## config.mk

```make
export PLATFORM = sky130hd
export DESIGN_NAME = oli_cell
export DESIGN_NICKNAME = d
export VERILOG_FILES = /design/src/hdl/oli_pkg.sv /design/src/hdl/oli_cell.sv
export SDC_FILE = /design/constraint.sdc
export NUM_CORES = 1
export LEC_CHECK = 0
export ABC_AREA = 1
export BUFFER_PORTS_ARGS = -buffer_cell sky130_fd_sc_hd__buf_2
export CORE_ASPECT_RATIO = 0.6
export CORE_MARGIN = 2
export CORE_UTILIZATION = 30
export CTS_CLUSTER_DIAMETER = 40
export DETAILED_ROUTE_END_ITERATION = 10
export GPL_TIMING_DRIVEN = 0
export PLACE_DENSITY = 0.7
export SLEW_MARGIN = 25
export SYNTH_ARGS = -nofsm -noshare
export SYNTH_HDL_FRONTEND = slang
export SYNTH_SLANG_ARGS = --single-unit
```

## constraint.sdc

```tcl
create_clock -name clk -period 3.25 [get_ports clk]
set_input_delay 0.1625 -clock clk [delete_from_list [all_inputs] [get_ports clk]]
set_output_delay 0.1625 -clock clk [all_outputs]
set_load 0.01 [all_outputs]
```

## src/hdl/oli_pkg.sv

```systemverilog
// Shared constants, codes and types of the ordered list block.
// No dependencies; used by every other file except ordered_list_insert_remove_defines.svh.
`default_nettype none

package oli_pkg;

  localparam int DEPTH   = 64;
  localparam int ELEM_W  = 32;
  localparam int REQ_W   = 2;
  localparam int ST_W    = 2;
  localparam int POS_W   = $clog2(DEPTH + 1);
  localparam int IDX_W   = $clog2(DEPTH);
  localparam int GROUP   = 8;
  localparam int NGROUP  = DEPTH / GROUP;
  localparam int GSEL_W  = $clog2(GROUP);
  localparam int NG_W    = $clog2(NGROUP);

  localparam logic [REQ_W-1:0] REQ_INSERT = 2'd0;
  localparam logic [REQ_W-1:0] REQ_REMOVE = 2'd1;
  localparam logic [REQ_W-1:0] REQ_GET    = 2'd2;
  localparam logic [REQ_W-1:0] REQ_SET    = 2'd3;

  localparam logic [ST_W-1:0] ST_OK      = 2'd0;
  localparam logic [ST_W-1:0] ST_INVALID = 2'd1;
  localparam logic [ST_W-1:0] ST_FULL    = 2'd2;

  typedef enum logic [1:0] {
    CMD_HOLD   = 2'd0,
    CMD_INSERT = 2'd1,
    CMD_SHIFT  = 2'd2,
    CMD_SET    = 2'd3
  } cell_cmd_t;

  typedef struct packed {
    cell_cmd_t         cmd;
    logic [POS_W-1:0]  pos;
    logic [ELEM_W-1:0] value;
  } cell_ctl_t;

endpackage

`default_nettype wire

```

## src/hdl/oli_cell.sv

```systemverilog
// One storage cell of the list row: holds one element and takes its
// neighbour's value on insert or shift, or the request value at its own position on insert or set. Depends on oli_pkg.
`default_nettype none

module oli_cell import oli_pkg::*; (
  input  logic              clk,
  input  logic [IDX_W-1:0]  idx,
  input  cell_ctl_t         ctl,
  input  logic [ELEM_W-1:0] from_lo,
  input  logic [ELEM_W-1:0] from_hi,
  output logic [ELEM_W-1:0] value
);

  logic [ELEM_W-1:0] val_r;
  logic [ELEM_W-1:0] val_nxt;
  logic [POS_W-1:0]  idx_ext;

  assign idx_ext = POS_W'(idx);

  always_comb begin
    val_nxt = val_r;
    unique case (ctl.cmd)
      CMD_HOLD: begin
      end
      CMD_INSERT: begin
        if (idx_ext > ctl.pos) begin
          val_nxt = from_lo;
        end else if (idx_ext == ctl.pos) begin
          val_nxt = ctl.value;
        end
      end
      CMD_SHIFT: begin
        if (idx_ext >= ctl.pos) begin
          val_nxt = from_hi;
        end
      end
      CMD_SET: begin
        if (idx_ext == ctl.pos) begin
          val_nxt = ctl.value;
        end
      end
      default: begin
      end
    endcase
  end

  always_ff @(posedge clk) begin
    val_r <= val_nxt;
  end

  assign value = val_r;

endmodule

`default_nettype wire

```

## After elaboration in Yosys (flattened, before gate mapping)

Cells that the tools add are included.

| storage, ports and cells | value |
|---|---|
| latch bits | 0 |
| RAM bits | 0 |
| output and inout bits | 32 |
| ROM bits | 0 |
| flip-flop bits (word level) | 32 |
| word-level logic and storage cells | 14 |
| memories | 0 |
| input port bits | 112 |

| cells by class | value |
|---|---|
| bitwise logic cells | 0 |
| $mul | 0 |
| equal/unequal tests | 5 |
| reduce and logical (&&, ||, !) cells | 2 |
| $lt $le $gt $ge | 2 |
| muxes and demuxes | 4 |
| shift-type cells | 0 |
| divide/modulo/power cells | 0 |
| add/sub/neg operators | 0 |

Operators by type and width:

| operator | count |
|---|---|
| 2-to-1 mux 32 bit | 3 |
| case mux 32 bit (3 select lines) | 1 |
| == test 6 x 7 -> 1 bit | 1 |
| greater-or-equal comparator 6 x 7 -> 1 bit | 1 |
| greater-than comparator 6 x 7 -> 1 bit | 1 |
| == test 2 bit, second input constant | 2 |
| nonzero test 3 bit | 1 |
| == test 2 x 1 -> 1 bit, second input constant | 1 |
| != test 2 bit, second input constant | 1 |
| AND reduction 2 bit | 1 |

## Depth between registers and ports, before layout

| logic depth | value |
|---|---|
| depth in word-level cells | 4 |
| gate-level depth with buffers | 12 |
| mapped depth without buffers | 11 |

## Least setup slack after synthesis

OpenSTA, ideal clock, no wires.

| path | value |
|---|---|
| path type | input to register |
| start | input port ctl[36] (netlist bit) |
| end | register val_r[0], in the netlist value[0], enable pin |
| setup slack | 0.228 ns |
| path buffers | 1 |
| data arrival time | 2.594 ns |
| required time | 2.822 ns |
| library setup time | 0.428 ns |
| stages on the path | 9 |
| cells stage by stage | inv_1 -> ha_1 -> nand2_1 -> nor2_2 -> nand2_2 -> clkinv_2 -> buf_6 -> nor2_1 -> o21bai_1 |

| on the way | value |
|---|---|
| cells in the longest elaborated chain, start to end | 3 |

Ends and longest elaborated chain:

| item | line | text |
|---|---|---|
| start, declared | oli_cell.sv:8 | `input cell_ctl_t ctl,` |
| greater-or-equal comparator 6 x 7 -> 1 bit | oli_cell.sv:33 | `if (idx_ext >= ctl.pos) begin` |
| != test 2 bit (no line) | n/a |  |
| AND reduction 2 bit (no line) | n/a |  |
| end signal, assigned | oli_cell.sv:48 | `val_r <= val_nxt;` |
| end, declared | oli_cell.sv:14 | `logic [ELEM_W-1:0] val_r;` |

No other way between the ends.
A chain may end at the register's enable or synchronous reset.

## Worst setup path after layout

| path | value |
|---|---|
| start | input port ctl[36] (netlist bit) |
| end | register val_r[5], in the netlist value[5], enable pin |

Same word-level chain as after synthesis.

==> run metrics <==
CTS Buf Count=5; Setup crit start=ctl[36]; max reg flops=32; NumNets Final=652; die area=9133 um^2; Net Sw Frac=28.09%; drt via density=4.462; fmax=480.8 MHz; FF-to-FF End=value[12]$_DFFE_PP_; num rows=25; most frequent cells after synthesis=nand2_1, nand3_1, edfxtp_1, inv_1, clkinv_1; synth top area cells=edfxtp_1, nand2_1, nand3_1; CTS Root Cell=clkbuf_16; Layout Utilization=44.66%; Ys Warns=0; slowest stage delay, CP=0.47 ns; top cell type's share of synthesized area=38.30%; Final Max Tran Viols=0; Post-synth EDFFs=32; Clock power frac=35.3%; cells on worst reg2reg path=4; Via Count=2,869; starting density of the core=31.45%; die width=122.1 um; Residual DRC=0; Synth cell types=20; initial DRC count=166; GP Congestion=0.8366; Pwr per Cell Area=417.2 nW/um^2; Clock transition at path regs=0.05 ns; first drt pass iteration count=5; RSZ-0062 raised after global routing=no; Worst setup EP type=flip-flop; crit path DAT=2.06 ns; Post-Synthesis Net Count=501; sequential area share after synthesis=38.30%; outcome=finished clean; core area=7976 um^2; H-tree levels=2; Sink Count=32; Syn Inst Count=383; hpwl dp=6.231 mm; Worst Hold Path Cells=5; HP Class=primary input to flip-flop; final worst path period share=64.00%; Worst VDD drop=0.1813 mV; worst reg2reg startpoint=value[12]$_DFFE_PP_; CTS tree=done; share of cells above drive strength 1=33.08%; count leader, synth=nand2_1; vias in the first global route=2,644; Clock Path Buffers=2; total routed wirelength=8.087 mm; worst endpoint required time=3.23 ns; post-CTS setup buffers=0; flop2flop setup slack=2.31 ns; Async SR Flop Fraction=0%; cell taking the most area after synthesis=edfxtp_1; worst skew pair latency=0.27 ns; CTS-repair resized insts=0; Setup Crit Path Kind=primary input to flip-flop; first-pass GRT wire length=12.41 mm; GRT Total Usage=17.72%; clk_skew=0 ns; setup violators final=0; Port Buf Inserts=143; Worst Tran Pin Value=0.5813 ns; crit path max fanout=17; min Tclk post-route=2.080 ns; post-synthesis register bit count=32; Slew headroom=61.14%; logic gate share of total power=27.0%; synth-to-layout area growth=42.00%; die height=74.83 um; Flop pwr share=37.7%; cts hold-fix bufs=0; # Max-Cap Violations=0; largest net degree at the start of global routing=18; routed len/inst=12.58 um; final hold viol count=0; antenna violations before repair=0; GRT overflow=0; ys flop type=edfxtp_1; fin cells=643; Startpoint Class=primary input; CP cell instances=buf_2, inv_1, ha_1, nand2_1, nor2_2, nand2_2, clkinv_2, buf_6, nor2_1, o21bai_4, buf_16; syn avg cell area=6.550 um^2; Post-DRT Antenna Nets=0; Psw=0.4175 mW; diode count=0; Post-Syn Area=2509 um^2; CP endpoint=value[5]$_DFFE_PP_; Max stage delay cell, worst path=o21bai_4; Leakage Power=2.015 nW; io pins=144; Placed Cells=635; total internal power=1.069 mW
worst max-delay path, delay by kind of cell:
| family | cells | cell delay (ns) |
|---|---|---|
| buf+inv | 5 | 0.63 |
| simple gates | 4 | 0.48 |
| compound gates | 1 | 0.47 |
| fa+ha+maj | 1 | 0.30 |
per-stage QoR:
step | setup WS [ns] | total power, mW | hold slack [ns] | area (um^2) | setup TNS, ns
2_1_floorplan | 0.2280 | 0.7883 | 0.4170 | 2509 | 0
3_3_place_gp | -0.7528 | 0.9541 | 0.5134 | 3359 | -24.05
3_5_place_dp | 0.8494 | 0.9683 | 0.5159 | 3398 | 0
4_1_cts | 1.131 | 1.501 | 0.2353 | 3562 | 0
5_1_grt | 0.9669 | 1.571 | 0.2583 | 3562 | 0
6_report | 1.170 | 1.486 | 0.2384 | 3562 | 0
kinds of logic after synthesis:
group / share of synthesized area (%)
fa+ha+maj: 2.992
buf+inv: 12.12
compound gates: 1.347
simple gates: 45.24
flops: 38.30
how the worst min path moves through the flow:
stage | to | slack [ns] | start
2_1_floorplan | value[13]$_DFFE_PP_ | 0.42 | from_hi[13]
3_3_place_gp | value[8]$_DFFE_PP_ | 0.51 | from_hi[8]
3_5_place_dp | value[8]$_DFFE_PP_ | 0.52 | from_hi[8]
4_1_cts | value[6]$_DFFE_PP_ | 0.24 | from_hi[6]
5_1_grt | value[6]$_DFFE_PP_ | 0.26 | from_hi[6]
6_report | value[6]$_DFFE_PP_ | 0.24 | from_hi[6]
metal layers:
layer	up-vias	GRT usage [%]	share of wire [%]
met5	-	0	0
met4	0	3.448	0.43
met3	2	3.864	8.8
met2	131	30.48	44
met1	1244	23.48	47
li1	1492	-	-
area by class of cell:
class,instances,area (um^2)
fill,852,4414
multi-input combinational,285,1255
sequential,32,960.9
timing repair buffer,144,743.2
inverter,45,170.2
tap,108,135.1
buffer,21,133.9
clock buffer,6,128.9
clock inverter,2,35.03
power groups by stage:
stage               sequential [mW]  clock, mW  combinational (mW)
floorplan                     0.591          0               0.197
global placement              0.570          0               0.384
detailed placement            0.565          0               0.403
CTS                           0.560      0.537               0.403
global route                  0.567      0.554               0.449
finish                        0.561      0.524               0.401
placed cells by master, fill, tap and decap left out:
master     count
nand3_1       65
nand2_2        3
edfxtp_1      32
clkbuf_1       4
buf_16         1
inv_1         25
clkbuf_16      5
nor2_4         1
buf_1          1
buf_2        151
bufinv_16      1
buf_6          3
a21oi_4        1
buf_4          6
ha_1           6
clkinv_1      19
nor2_1         3
clkinv_2       2
nor3_1         1
a21oi_1        2
o21bai_4       1
nand2_1      200
nor2_2         2
(Power assumes the default switching activity.)
