**config.mk**
```make
export PLATFORM = sky130hd
export DESIGN_NAME = oli_ctrl_flat
export DESIGN_NICKNAME = d
export VERILOG_FILES = /design/src/hdl/oli_pkg.sv /design/src/hdl/oli_if.sv /design/src/hdl/oli_ctrl.sv /design/src/flat_wrapper.sv
export SDC_FILE = /design/constraint.sdc
export NUM_CORES = 1
export LEC_CHECK = 0
export ABC_CLOCK_PERIOD_IN_PS = 8100
export BUFFER_PORTS_ARGS = -buffer_cell sky130_fd_sc_hd__buf_2
export CORE_AREA = 4 4 149 151
export CTS_CLUSTER_DIAMETER = 200
export DETAILED_ROUTE_END_ITERATION = 12
export DIE_AREA = 0 0 153 155
export GPL_TIMING_DRIVEN = 0
export PLACE_DENSITY = 0.63
export SYNTH_ARGS = -nofsm -noshare
export SYNTH_HDL_FRONTEND = slang
export SYNTH_SLANG_ARGS = --single-unit
```
**constraint.sdc**
```tcl
create_clock -name clk -period 8.1 [get_ports clk]
set_input_delay 0.405 -clock clk [delete_from_list [all_inputs] [get_ports clk]]
set_output_delay 0.405 -clock clk [all_outputs]
set_load 0.02 [all_outputs]
```
**src/hdl/oli_pkg.sv**
```systemverilog
// Shared constants, codes and types of the ordered list block.
// No dependencies; used by every other file except ordered_list_insert_remove_defines.svh.
`default_nettype none

package oli_pkg;

  localparam int DEPTH   = 64;
  localparam int ELEM_W  = 32;
  localparam int REQ_W   = 2;
  localparam int ST_W    = 2;
  localparam int POS_W   = $clog2(DEPTH + 1);
  localparam int IDX_W   = $clog2(DEPTH);
  localparam int GROUP   = 8;
  localparam int NGROUP  = DEPTH / GROUP;
  localparam int GSEL_W  = $clog2(GROUP);
  localparam int NG_W    = $clog2(NGROUP);

  localparam logic [REQ_W-1:0] REQ_INSERT = 2'd0;
  localparam logic [REQ_W-1:0] REQ_REMOVE = 2'd1;
  localparam logic [REQ_W-1:0] REQ_GET    = 2'd2;
  localparam logic [REQ_W-1:0] REQ_SET    = 2'd3;

  localparam logic [ST_W-1:0] ST_OK      = 2'd0;
  localparam logic [ST_W-1:0] ST_INVALID = 2'd1;
  localparam logic [ST_W-1:0] ST_FULL    = 2'd2;

  typedef enum logic [1:0] {
    CMD_HOLD   = 2'd0,
    CMD_INSERT = 2'd1,
    CMD_SHIFT  = 2'd2,
    CMD_SET    = 2'd3
  } cell_cmd_t;

  typedef struct packed {
    cell_cmd_t         cmd;
    logic [POS_W-1:0]  pos;
    logic [ELEM_W-1:0] value;
  } cell_ctl_t;

endpackage

`default_nettype wire

```
**src/hdl/oli_if.sv**
```systemverilog
// Request and result channel interfaces of the ordered list block.
// Depends on oli_pkg for field widths.
`default_nettype none

interface oli_in_if import oli_pkg::*; ();
  logic              valid;
  logic              ready;
  logic [REQ_W-1:0]  req_type;
  logic [POS_W-1:0]  position;
  logic [POS_W-1:0]  remove_count;
  logic [ELEM_W-1:0] element_value;

  modport source (output valid, req_type, position, remove_count, element_value,
                  input ready);
  modport sink (input valid, req_type, position, remove_count, element_value,
                output ready);
endinterface

interface oli_out_if import oli_pkg::*; ();
  logic              valid;
  logic              ready;
  logic [ST_W-1:0]   status;
  logic [ELEM_W-1:0] read_value;
  logic [POS_W-1:0]  length_now;

  modport source (output valid, status, read_value, length_now, input ready);
  modport sink (input valid, status, read_value, length_now, output ready);
endinterface

`default_nettype wire

```
**src/hdl/oli_ctrl.sv**
```systemverilog
// Request sequencer: checks, list length, cell commands and result register.
// Depends on oli_pkg and the channel interfaces.
`default_nettype none

module oli_ctrl import oli_pkg::*; (
  input  logic              clk,
  input  logic              rst_n,
  oli_in_if.sink            in_ch,
  oli_out_if.source         out_ch,
  input  logic [ELEM_W-1:0] grp [NGROUP],
  output logic              rd_load,
  output cell_ctl_t         cell_ctl
);

  typedef enum logic [2:0] {
    S_IDLE  = 3'b001,
    S_SHIFT = 3'b010,
    S_READ  = 3'b100
  } state_t;

  state_t            state_r, state_nxt;
  logic [POS_W-1:0]  len_r, len_nxt;
  logic [POS_W-1:0]  pos_r, pos_nxt;
  logic [POS_W-1:0]  cnt_r, cnt_nxt;
  logic              out_valid_r, out_valid_nxt;
  logic [ST_W-1:0]   out_status_r, out_status_nxt;
  logic [ELEM_W-1:0] out_data_r, out_data_nxt;
  logic [POS_W-1:0]  out_len_r, out_len_nxt;

  logic              in_ready;
  logic              acc;
  logic [POS_W:0]    end_pos;
  logic              pos_ge_len;

  assign in_ready   = (state_r == S_IDLE) && (!out_valid_r || out_ch.ready);
  assign acc        = in_ch.valid && in_ready;
  assign end_pos    = {1'b0, in_ch.position} + {1'b0, in_ch.remove_count};
  assign pos_ge_len = in_ch.position >= len_r;

  always_comb begin
    state_nxt      = state_r;
    len_nxt        = len_r;
    pos_nxt        = pos_r;
    cnt_nxt        = cnt_r;
    out_valid_nxt  = out_valid_r && !out_ch.ready;
    out_status_nxt = out_status_r;
    out_data_nxt   = out_data_r;
    out_len_nxt    = out_len_r;
    rd_load        = 1'b0;
    cell_ctl.cmd   = CMD_HOLD;
    cell_ctl.pos   = in_ch.position;
    cell_ctl.value = in_ch.element_value[ELEM_W-1:0];

    unique case (state_r)
      S_IDLE: begin
        if (acc) begin
          out_data_nxt = '0;
          unique case (in_ch.req_type)
            REQ_INSERT: begin
              out_valid_nxt = 1'b1;
              if (in_ch.position > len_r) begin
                out_status_nxt = ST_INVALID;
              end else if (len_r == POS_W'(DEPTH)) begin
                out_status_nxt = ST_FULL;
              end else begin
                out_status_nxt = ST_OK;
                cell_ctl.cmd   = CMD_INSERT;
                len_nxt        = len_r + POS_W'(1);
              end
              out_len_nxt = len_nxt;
            end
            REQ_REMOVE: begin
              if (in_ch.remove_count == '0 || pos_ge_len || end_pos > {1'b0, len_r}) begin
                out_valid_nxt  = 1'b1;
                out_status_nxt = ST_INVALID;
                out_len_nxt    = len_r;
              end else begin
                state_nxt = S_SHIFT;
                pos_nxt   = in_ch.position;
                cnt_nxt   = in_ch.remove_count;
                len_nxt   = len_r - in_ch.remove_count;
              end
            end
            REQ_GET: begin
              if (pos_ge_len) begin
                out_valid_nxt  = 1'b1;
                out_status_nxt = ST_INVALID;
                out_len_nxt    = len_r;
              end else begin
                state_nxt = S_READ;
                pos_nxt   = in_ch.position;
                rd_load   = 1'b1;
              end
            end
            REQ_SET: begin
              out_valid_nxt = 1'b1;
              out_len_nxt   = len_r;
              if (pos_ge_len) begin
                out_status_nxt = ST_INVALID;
              end else begin
                out_status_nxt = ST_OK;
                cell_ctl.cmd   = CMD_SET;
              end
            end
            default: begin
            end
          endcase
        end
      end
      S_SHIFT: begin
        cell_ctl.cmd = CMD_SHIFT;
        cell_ctl.pos = pos_r;
        cnt_nxt      = cnt_r - POS_W'(1);
        if (cnt_r == POS_W'(1)) begin
          state_nxt      = S_IDLE;
          out_valid_nxt  = 1'b1;
          out_status_nxt = ST_OK;
          out_data_nxt   = '0;
          out_len_nxt    = len_r;
        end
      end
      S_READ: begin
        state_nxt      = S_IDLE;
        out_valid_nxt  = 1'b1;
        out_status_nxt = ST_OK;
        out_data_nxt   = grp[pos_r[IDX_W-1:GSEL_W]];
        out_len_nxt    = len_r;
      end
      default: begin
        state_nxt = S_IDLE;
      end
    endcase
  end

  always_ff @(posedge clk) begin
    if (!rst_n) begin
      state_r     <= S_IDLE;
      len_r       <= '0;
      out_valid_r <= 1'b0;
    end else begin
      state_r     <= state_nxt;
      len_r       <= len_nxt;
      out_valid_r <= out_valid_nxt;
    end
  end

  always_ff @(posedge clk) begin
    pos_r        <= pos_nxt;
    cnt_r        <= cnt_nxt;
    out_status_r <= out_status_nxt;
    out_data_r   <= out_data_nxt;
    out_len_r    <= out_len_nxt;
  end

  assign in_ch.ready       = in_ready;
  assign out_ch.valid      = out_valid_r;
  assign out_ch.status     = out_status_r;
  assign out_ch.read_value = out_data_r;
  assign out_ch.length_now = out_len_r;

endmodule

`default_nettype wire

```
**src/flat_wrapper.sv**
```systemverilog
// flat-port wrapper written by rule: the top's interface ports become plain ports
module oli_ctrl_flat import oli_pkg::*;
  (clk, rst_n, grp, rd_load, cell_ctl, in_ch_valid, in_ch_req_type, in_ch_position, in_ch_remove_count, in_ch_element_value, in_ch_ready, out_ch_valid, out_ch_status, out_ch_read_value, out_ch_length_now, out_ch_ready);
  oli_in_if in_ch_i ();
  oli_out_if out_ch_i ();
  input  logic clk;
  input  logic rst_n;
  input  logic [ELEM_W-1:0] grp[NGROUP];
  output logic rd_load;
  output cell_ctl_t cell_ctl;
  input wire logic [$bits(in_ch_i.valid)-1:0] in_ch_valid;
  input wire logic [$bits(in_ch_i.req_type)-1:0] in_ch_req_type;
  input wire logic [$bits(in_ch_i.position)-1:0] in_ch_position;
  input wire logic [$bits(in_ch_i.remove_count)-1:0] in_ch_remove_count;
  input wire logic [$bits(in_ch_i.element_value)-1:0] in_ch_element_value;
  output wire logic [$bits(in_ch_i.ready)-1:0] in_ch_ready;
  output wire logic [$bits(out_ch_i.valid)-1:0] out_ch_valid;
  output wire logic [$bits(out_ch_i.status)-1:0] out_ch_status;
  output wire logic [$bits(out_ch_i.read_value)-1:0] out_ch_read_value;
  output wire logic [$bits(out_ch_i.length_now)-1:0] out_ch_length_now;
  input wire logic [$bits(out_ch_i.ready)-1:0] out_ch_ready;
  assign in_ch_i.valid = in_ch_valid;
  assign in_ch_i.req_type = in_ch_req_type;
  assign in_ch_i.position = in_ch_position;
  assign in_ch_i.remove_count = in_ch_remove_count;
  assign in_ch_i.element_value = in_ch_element_value;
  assign in_ch_ready = in_ch_i.ready;
  assign out_ch_valid = out_ch_i.valid;
  assign out_ch_status = out_ch_i.status;
  assign out_ch_read_value = out_ch_i.read_value;
  assign out_ch_length_now = out_ch_i.length_now;
  assign out_ch_i.ready = out_ch_ready;
  oli_ctrl u_core (.clk(clk), .rst_n(rst_n), .in_ch(in_ch_i), .out_ch(out_ch_i), .grp(grp), .rd_load(rd_load), .cell_ctl(cell_ctl));
endmodule
```
== Yosys cells after proc, flatten, opt, wreduce, memory -nomap -nowiden ==
Cells that the tools add are included.

* Bits in registers: 66
* Bits in latches: 0
* Memory bits (writable): 0
* ROM bits: 0
* Bits of input ports: 308
* Output and inout port bits: 85
* Word-level logic and storage cells: 112
* Memories: 0

* Add/subtract/negate cells: 4
* Multipliers: 0
* Div/mod/pow operators: 0
* Order comparisons: 4
* Equal/unequal tests: 19
* Shift operators: 0
* Mux-type cells: 55
* Bitwise operators: 1
* Reduce and logical (&&, ||, !) cells: 21

{| class="wikitable"
|+ Operator list
! kind !! number
|-
| 32-bit 2-to-1 mux || 4
|-
| 32-bit binary-select mux with 3-bit select || 1
|-
| 32-bit case mux with 3 select lines || 1
|-
| 7-bit 2-to-1 mux || 13
|-
| 7-bit case mux with 2 select lines || 3
|-
| 7-bit case mux with 4 select lines || 1
|-
| 7-bit case mux with 3 select lines || 1
|-
| 2-bit 2-to-1 mux || 9
|-
| 5-bit AND reduction || 3
|-
| 3-bit 2-to-1 mux || 4
|-
| 3-bit inequality test, second input constant || 4
|-
| 3-bit case mux with 2 select lines || 2
|-
| 1-bit 2-to-1 mux || 10
|-
| 7-bit by 7-bit adder with 8-bit output || 1
|-
| 8-bit by 7-bit greater-than comparator with 1-bit output || 1
|-
| 2-bit inequality test, second input constant || 4
|-
| 2-bit case mux with 2 select lines || 2
|-
| 2-bit case mux with 4 select lines || 1
|-
| 4-bit AND reduction || 2
|-
| 7-bit by 1-bit adder with 7-bit output, second input constant || 1
|-
| 7-bit by 1-bit equality test with 1-bit output, second input constant || 1
|-
| 7-bit equality test, second input constant || 1
|-
| 7-bit greater-or-equal comparator || 1
|-
| 7-bit greater-than comparator || 1
|-
| other kinds (22) || 32
|}

== Depth between registers and ports, before layout ==
* Depth after elaboration: 7
* Depth in mapped cells: 16

== Least setup slack after synthesis ==
OpenSTA, ideal clock, no wires.

* Path kind: input-to-reg
* From: input in_ch_remove_count[0]
* To: register u_core.cnt_r[0] (enable)
* Library setup time: 0.381 ns
* Arrival: 3.320 ns
* Slack: 4.399 ns
* Cell stages on the path: 14
* Cell sequence: ha_1 > fa_1 > a21o_1 > a21oi_1 > o21bai_1 > a21oi_1 > xnor2_1 > ha_1 > nand3_1 > nor2_1 > o21ai_0 > a311oi_4 > nand2_1 > o21ai_0

* Longest elaborated chain between the ends: 5

{| class="wikitable"
|+ Ends and longest elaborated chain
! item !! RTL line !! RTL
|-
| start, declared || flat_wrapper.sv:14 || <nowiki>input wire logic [$bits(in_ch_i.remove_count)-1:0] in_ch_remove_count;</nowiki>
|-
| 7-bit by 7-bit adder with 8-bit output / 7-bit logical NOT (equally long branches) || oli_ctrl.sv:37, oli_ctrl.sv:73 ||
|-
| 8-bit by 7-bit greater-than comparator with 1-bit output / 1-bit logical OR (equally long branches) || oli_ctrl.sv:73 || <nowiki>if (in_ch.remove_count == '0 || pos_ge_len || end_pos > {1'b0, len_r}) begin</nowiki>
|-
| 1-bit logical OR (*) || oli_ctrl.sv:73 ||
|-
| 2-bit inequality test (no source line) (*) || n/a ||
|-
| 4-bit AND reduction (no source line) (*) || n/a ||
|-
| end signal, assigned || oli_ctrl.sv:149 || <nowiki>cnt_r <= cnt_nxt;</nowiki>
|-
| end, declared || oli_ctrl.sv:24 || <nowiki>logic [POS_W-1:0] cnt_r, cnt_nxt;</nowiki>
|}

Mark *: on every way between the ends. The rest lies on a longest branch, timed or not.
A chain may end at the register's enable or synchronous reset.

== Worst setup path after layout ==
* From: input in_ch_remove_count[0]
* To: register u_core.cnt_r[6] (enable)

The elaborated chain is that of the path after synthesis.

==> results_dict.tcl <==
set metrics [dict create \
    status "completed" \
    yosysTopAreaCell "edfxtp_1" \
    min_path_type "input pin to register" \
    rsz0062_at_grt "false" \
    critical_path_class "input pin to register" \
    final_nets 1271 \
    ant_nets 0 \
    synth_top_cell_area_share_pct 27.3 \
    cap_viol_max_count 0 \
    initial_core_util_pct 29.0 \
    post_cts_buffers 0 \
    drc 0 \
    pwr-share-seq_pct 34.7 \
    htreeDepth 3 \
    postCtsResizedCells 0 \
    cp_slowest_cell "o21ai_0" \
    power_frac_clock_pct 34.0 \
    synth-seq-area-share_pct 31.0 \
    power.density_mw_per_mm2 142 \
    p_sw_uw 387 \
    synthCells 552 \
    ys.warnings.count 0 \
    grt_max_degree 17 \
    fin_setup_tns_ps 0 \
    syn2layout_area_growth_pct 41.3 \
    peakVddDrop_v 0.0000902 \
    avgSynthCellArea_um2 11.0 \
    io_pins 393 \
    yosys.cell_types.count 54 \
    clock-sinks 66 \
    hold_violations 0 \
    fin_crit_sh_pct 49.3 \
    path_buf_inv 1 \
    design_area_mm2 0.00854 \
    synth.net_count 898 \
    finalMaxSlewViolations 0 \
    wl_per_cell_um 20.5 \
    worstPathMaxFanout 7 \
    clock_skew_ps 12.9 \
    netlist_top_cells_count "64 x mux4_2, 55 x edfxtp_1, 54 x nand2_1" \
    gr-total-overflow 0 \
    crit_family "compound AO/OA/AOI/OAI gates" \
    setup_violations 0 \
    grt_pass1_vias 6150 \
    max_freq_mhz 250 \
    dieArea_mm2 0.0237 \
    grt_usage_pct 20.0 \
    numCtsBuffers 9 \
    synth_area_leaders "edfxtp_1 27%, mux4_2 24%, ha_1 7.5%" \
    layout_min_cycle_time_ps 4000 \
    clockBufferDepth 2 \
    synth-seq-cells 66 \
    p_sw_share_pct 32.0 \
    fp.coreArea_mm2 0.0208 \
    row_count 53 \
    die_h_um 155 \
    routed_wirelength_mm 24.7 \
    dp_hpwl_mm 21.2 \
    first_pass_iters 4 \
    regArea_mm2 0.00187 \
    fillers 2086 \
    vias 5950 \
    synthMostInstantiatedCell "mux4_2" \
    synth_async_sr_flop_share_pct 0 \
    io_buffers 360 \
    worstPathCellList "buf_2 > ha_1 > fa_1 > a21o_1 > a21oi_1 > o21bai_1 > a21oi_1 > xnor2_1 > ha_1 > nand3_1 > nor2_1 > o21ai_0 > a311oi_4 > nand2_1 > o21ai_0" \
    cp.required_ps 8060 \
    synth_edf_count 55 \
    cp.arrival_ps 3950 \
    chipWidth_um 153 \
    gp_congestion 0.987 \
    combPwrFrac_pct 31.3 \
    p_int_uw 824 \
    netlist_area_mm2 0.00604 \
    utilization_pct 41.0 \
    drive_above_1_share_pct 53.2 \
    drt_iter0_drc 305 \
    worstMarginPinSlew_ps 965 \
    cts_tree "yes" \
    cts_root_buf "clkbuf_16" \
    antenna_found_initial 5 \
    critical-path-max-stage-delay_ps 710 \
    startpoint_type "input pin" \
    vias_per_cell 4.93 \
    leakage_uw 0.00391 \
    dpl_cell_area_mm2 0.00823 \
    clk_pin_slew_ps 60 \
    ctsHoldBuffers 0 \
    grt_first_pass_wirelength_mm 36.0 \
    multi_input_area_mm2 0.00372 \
    relSlewSlack_pct 35.6 \
    synth_ff_type "edfxtp_1" \
    endpoint_kind "register" \
    clk_latency_ps 340 \
]
==> cells in the final DEF, fill, tap and decap left out, types with 3 or more instances in the layout <==
master / count
inv_6: 3
clkbuf_1: 21
nor2b_1: 4
xor2_1: 7
nor4_1: 4
xnor2_1: 11
nand4_1: 3
buf_1: 5
a22oi_1: 3
buf_4: 32
o21bai_1: 4
or2_2: 4
nand3_1: 12
and3_1: 5
nor3_1: 10
buf_2: 366
mux4_2: 64
clkbuf_16: 9
a21oi_1: 24
ha_1: 36
diode_2: 3
nand2_1: 54
inv_1: 22
and2_1: 3
nor2_1: 51
dfxtp_1: 11
a211o_1: 3
edfxtp_1: 55
mux2i_1: 32
a21o_1: 4
nand2b_1: 6
o21ai_0: 24
==> stage by stage <==
step / setup WS (ps) / hold WS, ps / instances / total power (uW)
6_report: 4100 / 316 / 1208 / 1210
5_1_grt: 3690 / 299 / 1208 / 1270
4_1_cts: 4090 / 294 / 1205 / 1230
3_5_place_dp: 3750 / 523 / 1189 / 807
3_3_place_gp: 3120 / 516 / 1187 / 797
2_1_floorplan: 4400 / 477 / 552 / 641
==> metal layers <==
metal	track usage (%)	part of all wire, %	wire (um)	vias up
li1	-	-	-	2807
met1	23.9	39	9530	2829
met2	35.1	51	12600	264
met3	4.98	7.2	1780	46
met4	7.04	3.1	775	4
met5	0	0.13	33	-
==> cells by family (layout without fill, tap and decap cells) <==
group	Yosys count	in the layout	share of synthesized area, %
xor gates and xnor gates	18	18	2.61
adders and majority gates	38	38	8.11
AOI/OAI and AO/OA	87	87	9.63
other	0	3	0
buffers and inverters	87	465	7.64
muxes	97	97	29.3
and+or+nand+nor	159	159	11.7
DFF	66	66	31.0
==> power groups by stage <==
stage,Clock [uW],Combinational [uW],Sequential (uW)
5_1_grt,437,409,424
4_1_cts,423,382,421
6_report,412,379,420
2_1_floorplan,0,169,472
3_3_place_gp,0,367,430
3_5_place_dp,0,380,427
==> registers in the layout, summed over array words and instances (netlist names) <==
name and flops:
u_core.cnt_r 7, u_core.len_r 7, u_core.out_ch.length_now 7, u_core.out_ch.read_value 32, u_core.out_ch.status 2, u_core.out_ch.valid 1
u_core.pos_r 7, u_core.state_r 3
==> cell type report <==
cell class	instances	area share, %
multi-input combinational	399	43.5
antenna	3	0.0879
clock inverter	7	0.967
tap	275	4.03
inverter	22	0.967
buffer	65	4.44
timing repair buffer	362	21.4
sequential	66	21.9
clock buffer	9	2.64
==> worst paths after layout <==
check             slack (ps)  cells after the start                    startpoint                           end
hold reg to reg          550                      2  u_core.len_r[5]$_SDFFE_PN0P_  u_core.len_r[5]$_SDFFE_PN0P_
setup / recovery        4100                     15         in_ch_remove_count[0]     u_core.cnt_r[6]$_DFFE_PP_
setup reg to reg        4910                      8  u_core.len_r[6]$_SDFFE_PN0P_     u_core.cnt_r[6]$_DFFE_PP_
hold / removal           320                      1             in_ch_position[0]     u_core.pos_r[0]$_DFFE_PP_
No activity file was read; power rests on OpenSTA's default activity.
